--- src/hdl/tmq_pkg.sv ---
`timescale 1ns / 1ps

package tmq_pkg;

  // configuration port
  localparam int unsigned CFG_IDX_W  = 1;
  localparam int unsigned CFG_DATA_W = 7;

  localparam logic [CFG_IDX_W-1:0] CFG_NUM_SAMPLES = 1'b0;
  localparam logic [CFG_IDX_W-1:0] CFG_CODE_FORMAT = 1'b1;

  localparam logic [CFG_DATA_W-1:0] NUM_SAMPLES_RST = 7'd64;
  localparam logic                  CODE_FORMAT_RST = 1'b1;

  // code_format values
  localparam logic FMT_8BIT  = 1'b0;
  localparam logic FMT_16BIT = 1'b1;

  // word widths at the ports
  localparam int unsigned DATA_W        = 32;
  localparam int unsigned CODE_W        = 16;
  localparam int unsigned CODE_W_NARROW = 8;

  // divider step counter, counts quotient bits down
  localparam int unsigned STEP_W = 4;

endpackage

--- src/hdl/tmq_ram.sv ---
`timescale 1ns / 1ps

// Simple dual-port RAM, one write and one read port, registered read.
module tmq_ram #(
  parameter int unsigned WIDTH = 32,
  parameter int unsigned DEPTH = 64
) (
  input  logic                     clk_i,
  input  logic                     we_i,
  input  logic [$clog2(DEPTH)-1:0] waddr_i,
  input  logic [WIDTH-1:0]         wdata_i,
  input  logic [$clog2(DEPTH)-1:0] raddr_i,
  output logic [WIDTH-1:0]         rdata_o
);

  logic [WIDTH-1:0] mem_q [DEPTH];
  logic [WIDTH-1:0] rdata_q;

  always_ff @(posedge clk_i) begin
    if (we_i) begin
      mem_q[waddr_i] <= wdata_i;
    end
    rdata_q <= mem_q[raddr_i];
  end

  assign rdata_o = rdata_q;

endmodule

--- src/hdl/trace_minmax_quantizer_top.sv ---
`timescale 1ns / 1ps

// Min/max linear quantiser for one trace. Samples are written one word per
// cycle (start_i while busy_o is low); the running minimum and maximum are
// tracked as they arrive. The sample that completes the trace (num_samples
// of them, 0 taken as 1, values above MAX_SAMPLES taken as MAX_SAMPLES)
// raises busy_o, and the block then plays back one code word per stored
// sample, in order: code = round half up of (x - min) * maxcode / range,
// maxcode being 65535 or 255 per code_format, with the trace minimum, the
// range and a last-word flag alongside. A zero range gives code 0. Each
// result word is shown for exactly one cycle under result_valid_o; the
// receiver cannot stall, so it must take every strobe. After the last
// sample, S_RANGE forms the range; then each code word passes through
// RAM read, offset, numerator, then the restoring divider at one quotient
// bit per cycle. The strobe of the final word falls in the first cycle
// with busy_o low, so the next trace may start in that cycle. The user
// must write configuration only while the block is idle; the block itself
// does not enforce this.
module trace_minmax_quantizer_top #(
  parameter int unsigned MAX_SAMPLES  = 64,
  parameter int unsigned SAMPLE_WIDTH = 32
) (
  input  logic                                 clk_i,
  input  logic                                 rst_ni,
  // configuration
  input  logic                                 cfg_we_i,
  input  logic [tmq_pkg::CFG_IDX_W-1:0]        cfg_idx_i,
  input  logic [tmq_pkg::CFG_DATA_W-1:0]       cfg_data_i,
  // sample words in
  input  logic                                 start_i,
  output logic                                 busy_o,
  input  logic signed [tmq_pkg::DATA_W-1:0]    sample_value_i,
  // code words out
  output logic                                 result_valid_o,
  output logic [tmq_pkg::CODE_W-1:0]           code_o,
  output logic signed [tmq_pkg::DATA_W-1:0]    trace_minimum_o,
  output logic [tmq_pkg::DATA_W-1:0]           trace_range_o,
  output logic                                 last_code_o
);

  localparam int unsigned SW = SAMPLE_WIDTH;
  localparam int unsigned AW = $clog2(MAX_SAMPLES);
  // numerator 2*d*maxcode + range stays below 2^SW * 2^17
  localparam int unsigned NW = SW + tmq_pkg::CODE_W + 1;
  localparam int unsigned CW = tmq_pkg::CFG_DATA_W;
  localparam logic [CW-1:0] MAX_LEN = CW'(MAX_SAMPLES);

  typedef enum logic [2:0] {
    S_LOAD,
    S_RANGE,
    S_READ,
    S_NUM,
    S_MUL,
    S_DIV
  } state_e;

  state_e                          state_q;

  // configuration registers
  logic [CW-1:0]                   num_samples_q;
  logic                            code_format_q;

  // load side
  logic [AW-1:0]                   load_cnt_q;
  logic signed [SW-1:0]            min_q;
  logic signed [SW-1:0]            max_q;

  // playback side
  logic [AW:0]                     trace_cnt_q;
  logic [AW-1:0]                   idx_q;
  logic [SW-1:0]                   range_q;
  logic [SW-1:0]                   offs_q;
  logic [SW:0]                     rem_q;
  logic [tmq_pkg::CODE_W-1:0]      lo_q;
  logic [tmq_pkg::CODE_W-1:0]      quo_q;
  logic [tmq_pkg::STEP_W-1:0]      step_q;

  // result word
  logic                            valid_q;
  logic [tmq_pkg::CODE_W-1:0]      code_q;
  logic                            last_q;

  logic                            accept;
  logic signed [SW-1:0]            x;
  logic [AW:0]                     count;
  logic [CW-1:0]                   len;
  logic                            trace_done;
  logic [SW-1:0]                   rd_data;
  logic [SW:0]                     max_diff;
  logic [SW:0]                     offs_diff;
  logic [NW-1:0]                   num_shl;
  logic [NW-1:0]                   num;
  logic [SW+1:0]                   trial;
  logic [SW+1:0]                   den;
  logic                            fit;
  logic [SW+1:0]                   trial_sub;
  logic [tmq_pkg::CODE_W-1:0]      quo_next;
  logic                            is_last;

  assign busy_o = (state_q != S_LOAD);
  assign accept = start_i && !busy_o;
  assign x      = sample_value_i[SW-1:0];
  assign count  = {1'b0, load_cnt_q} + (AW+1)'(1);

  // effective trace length
  always_comb begin
    priority if (num_samples_q == '0) begin
      len = CW'(1);
    end else if (num_samples_q > MAX_LEN) begin
      len = MAX_LEN;
    end else begin
      len = num_samples_q;
    end
  end

  assign trace_done = (CW'(count) >= len);

  tmq_ram #(
    .WIDTH (SW),
    .DEPTH (MAX_SAMPLES)
  ) u_store (
    .clk_i   (clk_i),
    .we_i    (accept),
    .waddr_i (load_cnt_q),
    .wdata_i (x),
    .raddr_i (idx_q),
    .rdata_o (rd_data)
  );

  // max - min and x - min are never negative; SW bits hold them
  assign max_diff  = {max_q[SW-1], max_q} - {min_q[SW-1], min_q};
  assign offs_diff = {rd_data[SW-1], rd_data} - {min_q[SW-1], min_q};

  // 2*d*maxcode + range, maxcode = 2^k - 1
  assign num_shl = (code_format_q == tmq_pkg::FMT_16BIT) ?
                   (NW'(offs_q) << (tmq_pkg::CODE_W + 1)) :
                   (NW'(offs_q) << (tmq_pkg::CODE_W_NARROW + 1));
  assign num     = num_shl - (NW'(offs_q) << 1) + NW'(range_q);

  // restoring divider step against 2*range
  assign trial     = {rem_q, lo_q[tmq_pkg::CODE_W-1]};
  assign den       = {1'b0, range_q, 1'b0};
  assign fit       = (trial >= den);
  assign trial_sub = trial - den;
  assign quo_next  = {quo_q[tmq_pkg::CODE_W-2:0], fit};
  assign is_last   = (({1'b0, idx_q} + (AW+1)'(1)) == trace_cnt_q);

  always_ff @(posedge clk_i or negedge rst_ni) begin
    if (!rst_ni) begin
      state_q       <= S_LOAD;
      num_samples_q <= tmq_pkg::NUM_SAMPLES_RST;
      code_format_q <= tmq_pkg::CODE_FORMAT_RST;
      load_cnt_q    <= '0;
      min_q         <= '0;
      max_q         <= '0;
      trace_cnt_q   <= '0;
      idx_q         <= '0;
      range_q       <= '0;
      offs_q        <= '0;
      rem_q         <= '0;
      lo_q          <= '0;
      quo_q         <= '0;
      step_q        <= '0;
      valid_q       <= 1'b0;
      code_q        <= '0;
      last_q        <= 1'b0;
    end else begin
      valid_q <= 1'b0;

      if (cfg_we_i) begin
        unique case (cfg_idx_i)
          tmq_pkg::CFG_NUM_SAMPLES: num_samples_q <= cfg_data_i;
          tmq_pkg::CFG_CODE_FORMAT: code_format_q <= cfg_data_i[0];
        endcase
      end

      unique case (state_q)
        S_LOAD: begin
          if (accept) begin
            if (load_cnt_q == '0) begin
              min_q <= x;
              max_q <= x;
            end else begin
              if (x < min_q) min_q <= x;
              if (x > max_q) max_q <= x;
            end
            if (trace_done) begin
              load_cnt_q  <= '0;
              trace_cnt_q <= count;
              idx_q       <= '0;
              state_q     <= S_RANGE;
            end else begin
              load_cnt_q <= count[AW-1:0];
            end
          end
        end

        S_RANGE: begin
          range_q <= max_diff[SW-1:0];
          state_q <= S_READ;
        end

        // RAM address is idx_q; data lands next cycle
        S_READ: begin
          state_q <= S_NUM;
        end

        S_NUM: begin
          offs_q  <= offs_diff[SW-1:0];
          state_q <= S_MUL;
        end

        S_MUL: begin
          quo_q <= '0;
          if (code_format_q == tmq_pkg::FMT_16BIT) begin
            rem_q  <= num[NW-1:tmq_pkg::CODE_W];
            lo_q   <= num[tmq_pkg::CODE_W-1:0];
            step_q <= tmq_pkg::STEP_W'(tmq_pkg::CODE_W - 1);
          end else begin
            rem_q  <= num[SW+tmq_pkg::CODE_W_NARROW:tmq_pkg::CODE_W_NARROW];
            lo_q   <= {num[tmq_pkg::CODE_W_NARROW-1:0],
                       (tmq_pkg::CODE_W - tmq_pkg::CODE_W_NARROW)'(0)};
            step_q <= tmq_pkg::STEP_W'(tmq_pkg::CODE_W_NARROW - 1);
          end
          state_q <= S_DIV;
        end

        S_DIV: begin
          rem_q  <= fit ? trial_sub[SW:0] : trial[SW:0];
          lo_q   <= lo_q << 1;
          quo_q  <= quo_next;
          step_q <= step_q - tmq_pkg::STEP_W'(1);
          if (step_q == '0) begin
            // flat trace: every offset is zero, code forced to zero
            code_q  <= (range_q == '0) ? '0 : quo_next;
            last_q  <= is_last;
            valid_q <= 1'b1;
            if (is_last) begin
              state_q <= S_LOAD;
            end else begin
              idx_q   <= idx_q + AW'(1);
              state_q <= S_READ;
            end
          end
        end

        default: state_q <= S_LOAD;
      endcase
    end
  end

  assign result_valid_o  = valid_q;
  assign code_o          = code_q;
  assign last_code_o     = last_q;
  assign trace_minimum_o = tmq_pkg::DATA_W'(min_q);
  assign trace_range_o   = tmq_pkg::DATA_W'(range_q);

endmodule
--- config.mk ---
export PLATFORM = sky130hd
export DESIGN_NAME = trace_minmax_quantizer_top
export DESIGN_NICKNAME = d
export VERILOG_FILES = /design/src/hdl/tmq_pkg.sv /design/src/hdl/tmq_ram.sv /design/src/hdl/trace_minmax_quantizer_top.sv
export SDC_FILE = /design/constraint.sdc
export NUM_CORES = 2
export LEC_CHECK = 0
export ABC_CLOCK_PERIOD_IN_PS = 7750
export BUFFER_PORTS_ARGS = -buffer_cell sky130_fd_sc_hd__clkbuf_2
export CAP_MARGIN = 5
export CORE_ASPECT_RATIO = 1.2
export CORE_MARGIN = 5
export CORE_UTILIZATION = 60
export CTS_BUF_LIST = sky130_fd_sc_hd__clkbuf_2 sky130_fd_sc_hd__clkbuf_4 sky130_fd_sc_hd__clkbuf_8
export CTS_CLUSTER_DIAMETER = 150
export DETAILED_ROUTE_END_ITERATION = 7
export PLACE_DENSITY_LB_ADDON = 0.12
export SYNTH_ARGS = -nofsm -noshare
export SYNTH_HDL_FRONTEND = slang
export SYNTH_SLANG_ARGS = --single-unit
export TNS_END_PERCENT = 100
--- constraint.sdc ---
create_clock -name clk_i -period 7.75 [get_ports clk_i]
set_input_delay 1.55 -clock clk_i [delete_from_list [all_inputs] [get_ports clk_i]]
set_output_delay 1.55 -clock clk_i [all_outputs]
set_load 0.05 [all_outputs]
Word level (Yosys, flattened, before mapping)
Memories as Yosys holds them, arrays and structs flattened. A register that Yosys moved wholly into a read port is not among the register bits.
Cells that the tools add are included.
- multiplexer cells: 31
- reductions and logical operators: 21
- equality and inequality tests: 10
- add/sub/neg operators: 9
- bitwise operators: 1
- $lt $le $gt $ge: 5
- operators with widths (kind ; number):
    $mux W32 ; 4
    $mux W33 ; 2
    $pmux W33 S2 ; 1
    $sub A32 B32 Y32 ; 2
    $add A49 B32 Y49 ; 1
    $mux W49 ; 1
    $sub A49 B33 Y49 ; 1
    $ge A34 B33 Y1 ; 1
    $sub A33 B33 Y33 ; 1
    $gt A32 B32 Y1 ; 1
    $logic_not A32 Y1 ; 1
    $lt A32 B32 Y1 ; 1
    $mux W16 ; 2
    $pmux W16 S2 ; 1
    $mux W6 ; 5
    $pmux W15 S2 ; 1
    $pmux W3 S6 ; 1
    $add A6 B1 Y7 const B ; 2
    $mux W7 ; 2
    $pmux W6 S2 ; 1
    $reduce_and A3 Y1 ; 4
    $mux W3 ; 3
    $ne A2 B2 Y1 const B ; 4
    $pmux W4 S2 ; 1
    other kinds (22) ; 33
- RAM bits: 2048
- word-level logic and storage cells: 95
- memories: 1
- bits of input ports: 44
- flip-flop bits (word level): 244
- output and inout port bits: 83
- memories (name ; depth ; width ; read ports ; clocked after Yosys merged registers in ; write ports ; RTL line ; text):
    u_store.mem_q ; 64 ; 32 ; 1 ; 1 ; 1 ; tmq_ram.sv:16 ; logic [WIDTH-1:0] mem_q [DEPTH];

Longest topological paths before layout
- depth in word-level cells: 7
- mapped depth: 19
- depth with buffers taken out: 15

By module
From an unflattened synthesis, not the netlist that was laid out.
- cells, all modules: 5786
- area total of the unflattened synthesis: 99539.2 um^2
- modules (own cells, without submodules) (module ; cells an instance ; times used ; area each (um^2) ; sequential area each (um^2)):
    tmq_ram ; 3324 ; 1 ; 78515.3 ; 62139.6
    trace_minmax_quantizer_top ; 2462 ; 1 ; 21023.9 ; 6108.4

Least setup slack after synthesis
OpenSTA, ideal clock, no wires.
- path type: reg2reg
- start point: register code_format_q
- end point: register rem_q[29]
- cell stages (with the launch flop): 18
- buffers on the path: 3
- arrival time: 4.519 ns
- slack: 3.145 ns
- cell sequence: dfstp_2 -> clkbuf_1 -> clkbuf_1 -> clkbuf_1 -> mux2i_1 -> fa_1 -> inv_1 -> ha_1 -> a21oi_1 -> o21ai_0 -> a2111oi_0 -> o41ai_1 -> a21oi_1 -> o311ai_1 -> a21oi_1 -> mux2i_1 -> a211oi_1 -> nor3_1
- longest elaborated chain between the ends: 5
- RTL lines (element ; RTL line ; text):
    start, declared ; trace_minmax_quantizer_top.sv:61 ; logic code_format_q;
    start signal, assigned ; trace_minmax_quantizer_top.sv:152 ; code_format_q <= tmq_pkg::CODE_FORMAT_RST;
    start signal, assigned ; trace_minmax_quantizer_top.sv:173 ; tmq_pkg::CFG_CODE_FORMAT: code_format_q <= cfg_data_i[0];
    $mux W49 ; trace_minmax_quantizer_top.sv:135 ; assign num_shl = (code_format_q == tmq_pkg::FMT_16BIT) ?
    $sub A49 B33 Y49 ; trace_minmax_quantizer_top.sv:138 ; assign num = num_shl - (NW'(offs_q) << 1) + NW'(range_q);
    $add A49 B32 Y49 ; trace_minmax_quantizer_top.sv:138 ;
    $mux W33 * ; trace_minmax_quantizer_top.sv:215 ; if (code_format_q == tmq_pkg::FMT_16BIT) begin
    $pmux W33 S2 * ; trace_minmax_quantizer_top.sv:177 ; unique case (state_q)
    end signal, assigned ; trace_minmax_quantizer_top.sv:216 ; rem_q <= num[NW-1:tmq_pkg::CODE_W];
    end signal, assigned ; trace_minmax_quantizer_top.sv:220 ; rem_q <= num[SW+tmq_pkg::CODE_W_NARROW:tmq_pkg::CODE_W_NARROW];
    end signal, assigned ; trace_minmax_quantizer_top.sv:229 ; rem_q <= fit ? trial_sub[SW:0] : trial[SW:0];
    end, declared ; trace_minmax_quantizer_top.sv:73 ; logic [SW:0] rem_q;
Every way passes the cells marked *; elsewhere a longest branch is shown, timed or not.
A chain may end at the register's enable or synchronous reset.

Worst setup path after layout
Ends and elaborated chain as after synthesis.

==> metrics.cfg <==
[outcome]
status=complete, no violations

[global_route]
grt.total_usage_pct=31.2
antenna_found_initial=18
grt_max_degree=129
overflow=0
grt_pass1_vias=55400
grt_pass1_wl_mm=389

[yosys]
async_reset_ff_share_pct=10.5
synth.distinct_cells=81
avgSynthCellArea_um2=18.1
synth-edff-count=2048
syn_area_um2=99300
ys.flop_type=edfxtp_1
syn_inst=5479
ys_seq_elements=2324
synth_seq_area_share_pct=68.7
yosys_warnings=0
synth_nets=5773

[finish]
fin_nets=6158
layout_commonest_cell=edfxtp_1
syn_to_final_growth_pct=11.2
mostFrequentLayoutCells=edfxtp_1 (2048), mux4_2 (672), clkbuf_8 (388)
n_fill_cell=11000
drive_gt1_share_pct=27.5

[placed_design]
dp_hpwl_mm=168
place_ws_ps=2460
port_buffers=126
gp_congestion=0.965

[setup_path]
crit_type=reg2reg
slowest_stage=nor4_1
r2r_start=code_format_q
critPathMaxFanout=36
worstReg2RegEnd=rem_q[29]
slowest_delay_ps=840
cp.arrival_ps=5930
r2r.worst_path.cells=16
rrSetupSlack_ps=2710
path_cells=inv_1 > buf_4 > nand2_1 > fa_1 > inv_1 > ha_1 > nand3_1 > o21ai_0 > nor4_1 > o31ai_1 > a21oi_1 > o311ai_1 > a21oi_1 > mux2i_1 > a211oi_1 > nor3_1
cp.required_ps=8640
endpoint=rem_q[29]
crit_start=code_format_q
startpoint_type=register
end_kind=register

[clock_network]
cts-root-buf=clkbuf_8
clock_latency_ps=1100
cts_tree=done
postCtsSetupBuffers=0
h-tree-depth=5
cts_buffer_depth=4
cts_hold_buf=0
cts_made_buffers=359
cts_resized=0
cts_sinks=2324
clkTransAtPathRegs_ps=60

[timing]
hold_viol=0
slew_headroom_pct=15.5
setup_viol=0
fmax_mhz=198
slew_violations=0
setup-tns-final_ps=0
setup_ws_ps=2710
finalCritPeriodShare_pct=65.1
worst_slew_pin_slew_ps=1260
min_period_ps=5040
rsz0062_at_grt=false
skew_ps=109

[min_path]
hold_path_class=reg2reg
hold_start=quo_q[14]

[power_and_ir_drop]
peakVddDrop_mv=0.539
p_leak_nw=37.3
power_density_nw_per_um2=373

[detailed_routing]
final_antenna_net_count=0
post_drt_via_cell_ratio=6.64
drt-pass1-iter-count=5
wl_per_cell_um=32.6
drtIter0Drc=6214
routed_wl_mm=270
vias=55000
drc_errors=0

[die]
start_util_pct=60.3
rows=163
dieWidth_um=381
die_y_um=456
dieArea_um2=174000
core_region_area_um2=165000
ioPinCount=127

[run]
max_cap_viol_count=0

==> metrics by stage <==
step	power, mW	hold slack, ps	util, %	instances	area, um^2
after CTS	41.2	394	67.1	8278	110000
final	41.2	396	67.1	8287	110000
after global placement	31.0	462	62.8	7648	103000
after floorplan	26.4	445	-	5479	99300
after global routing	43.3	413	67.1	8283	110000
after detailed placement	31.2	474	62.8	7648	103000
==> synth_stat cells, types with 27 or more instances <==
library cell	instances	area, um^2
o21ai_0	192	961
ha_1	223	2790
edfxtp_1	2048	61500
o31ai_1	36	270
nand2_1	305	1140
nor3_1	29	145
mux2i_1	54	541
nor2_1	217	815
mux4_2	672	15100
buf_2	37	185
a211oi_1	30	225
mux2_2	81	912
inv_1	227	852
nand4_1	36	225
dfxtp_1	32	641
xor2_1	44	385
xnor2_1	72	631
a21oi_1	170	851
clkbuf_1	173	649
a21o_1	84	631
dfrtp_1	242	6060
nand3_1	47	235
fa_1	27	541
buf_1	32	120
==> sequential cells by signal, summed over array words and instances (netlist names), 15 cells and up <==
| signal | flops |
|---|---|
| trace_range_o | 32 |
| u_store.rdata_o | 32 |
| quo_q | 15 |
| rem_q | 33 |
| u_store.mem_q | 2048 |
| lo_q | 16 |
| code_o | 16 |
| offs_q | 32 |
| trace_minimum_o | 32 |
| max_q | 32 |
==> area by class of cell <==
type                            count  area [um^2]  area share [%]
Inverter                          227          852           0.772
Timing Repair Buffer              271         1850            1.68
Clock inverter                    126          813           0.737
Clock buffer                      504         6210            5.63
Sequential cell                  2324        68300            61.8
Multi-Input combinational cell   2681        29700            26.9
Tap cell                         2145         2680            2.43
Antenna cell                        9         22.5          0.0204
==> kinds of logic (layout without fill, tap and decap cells) <==
family | after synthesis | count (layout) | synth area share (%)
DFF | 2324 | 2324 | 68.7
muxes | 807 | 807 | 16.7
and+or+nand+nor | 779 | 779 | 3.56
AOI/OAI and AO/OA | 729 | 729 | 4.75
buffers and inverters | 474 | 1128 | 1.86
adders and majority gates | 250 | 250 | 3.35
xor gates and xnor gates | 116 | 116 | 1.02
other | 0 | 9 | 0
==> layer usage <==
layer	track usage (%)	routed length [um]	up-vias
li1	-	-	22900
met1	42.1	99900	28700
met2	52.3	138000	2955
met3	5.82	23600	489
met4	10.1	9280	0
met5	0	0	-
==> critical path: cells and delay by family, from the launching register on <==
family | cells | cell delay, ps
compound gates | 6 | 1480
fa+ha+maj | 2 | 710
buf+inv | 3 | 540
flops | 1 | 820
mux | 1 | 130
simple gates | 4 | 1200
==> worst min path at each step <==
stage                             to  slack (ps)  depth (start not counted)
after floorplan             lo_q[11]         440                          2
after global placement       lo_q[8]         460                          2
after detailed placement    lo_q[12]         470                          2
after CTS                 code_o[15]         390                          1
after global routing      code_o[15]         410                          1
final                     code_o[15]         400                          1
==> power by group <==
| part | switching (mW) | total, mW | internal (mW) |
|---|---|---|---|
| clock network | 4.65 | 10.1 | 5.46 |
| registers | 1.01 | 15.4 | 14.3 |
| logic | 9.51 | 15.7 | 6.23 |
| total | 15.2 | 41.2 | 26.0 |
Power figures use the tool's default switching activity.
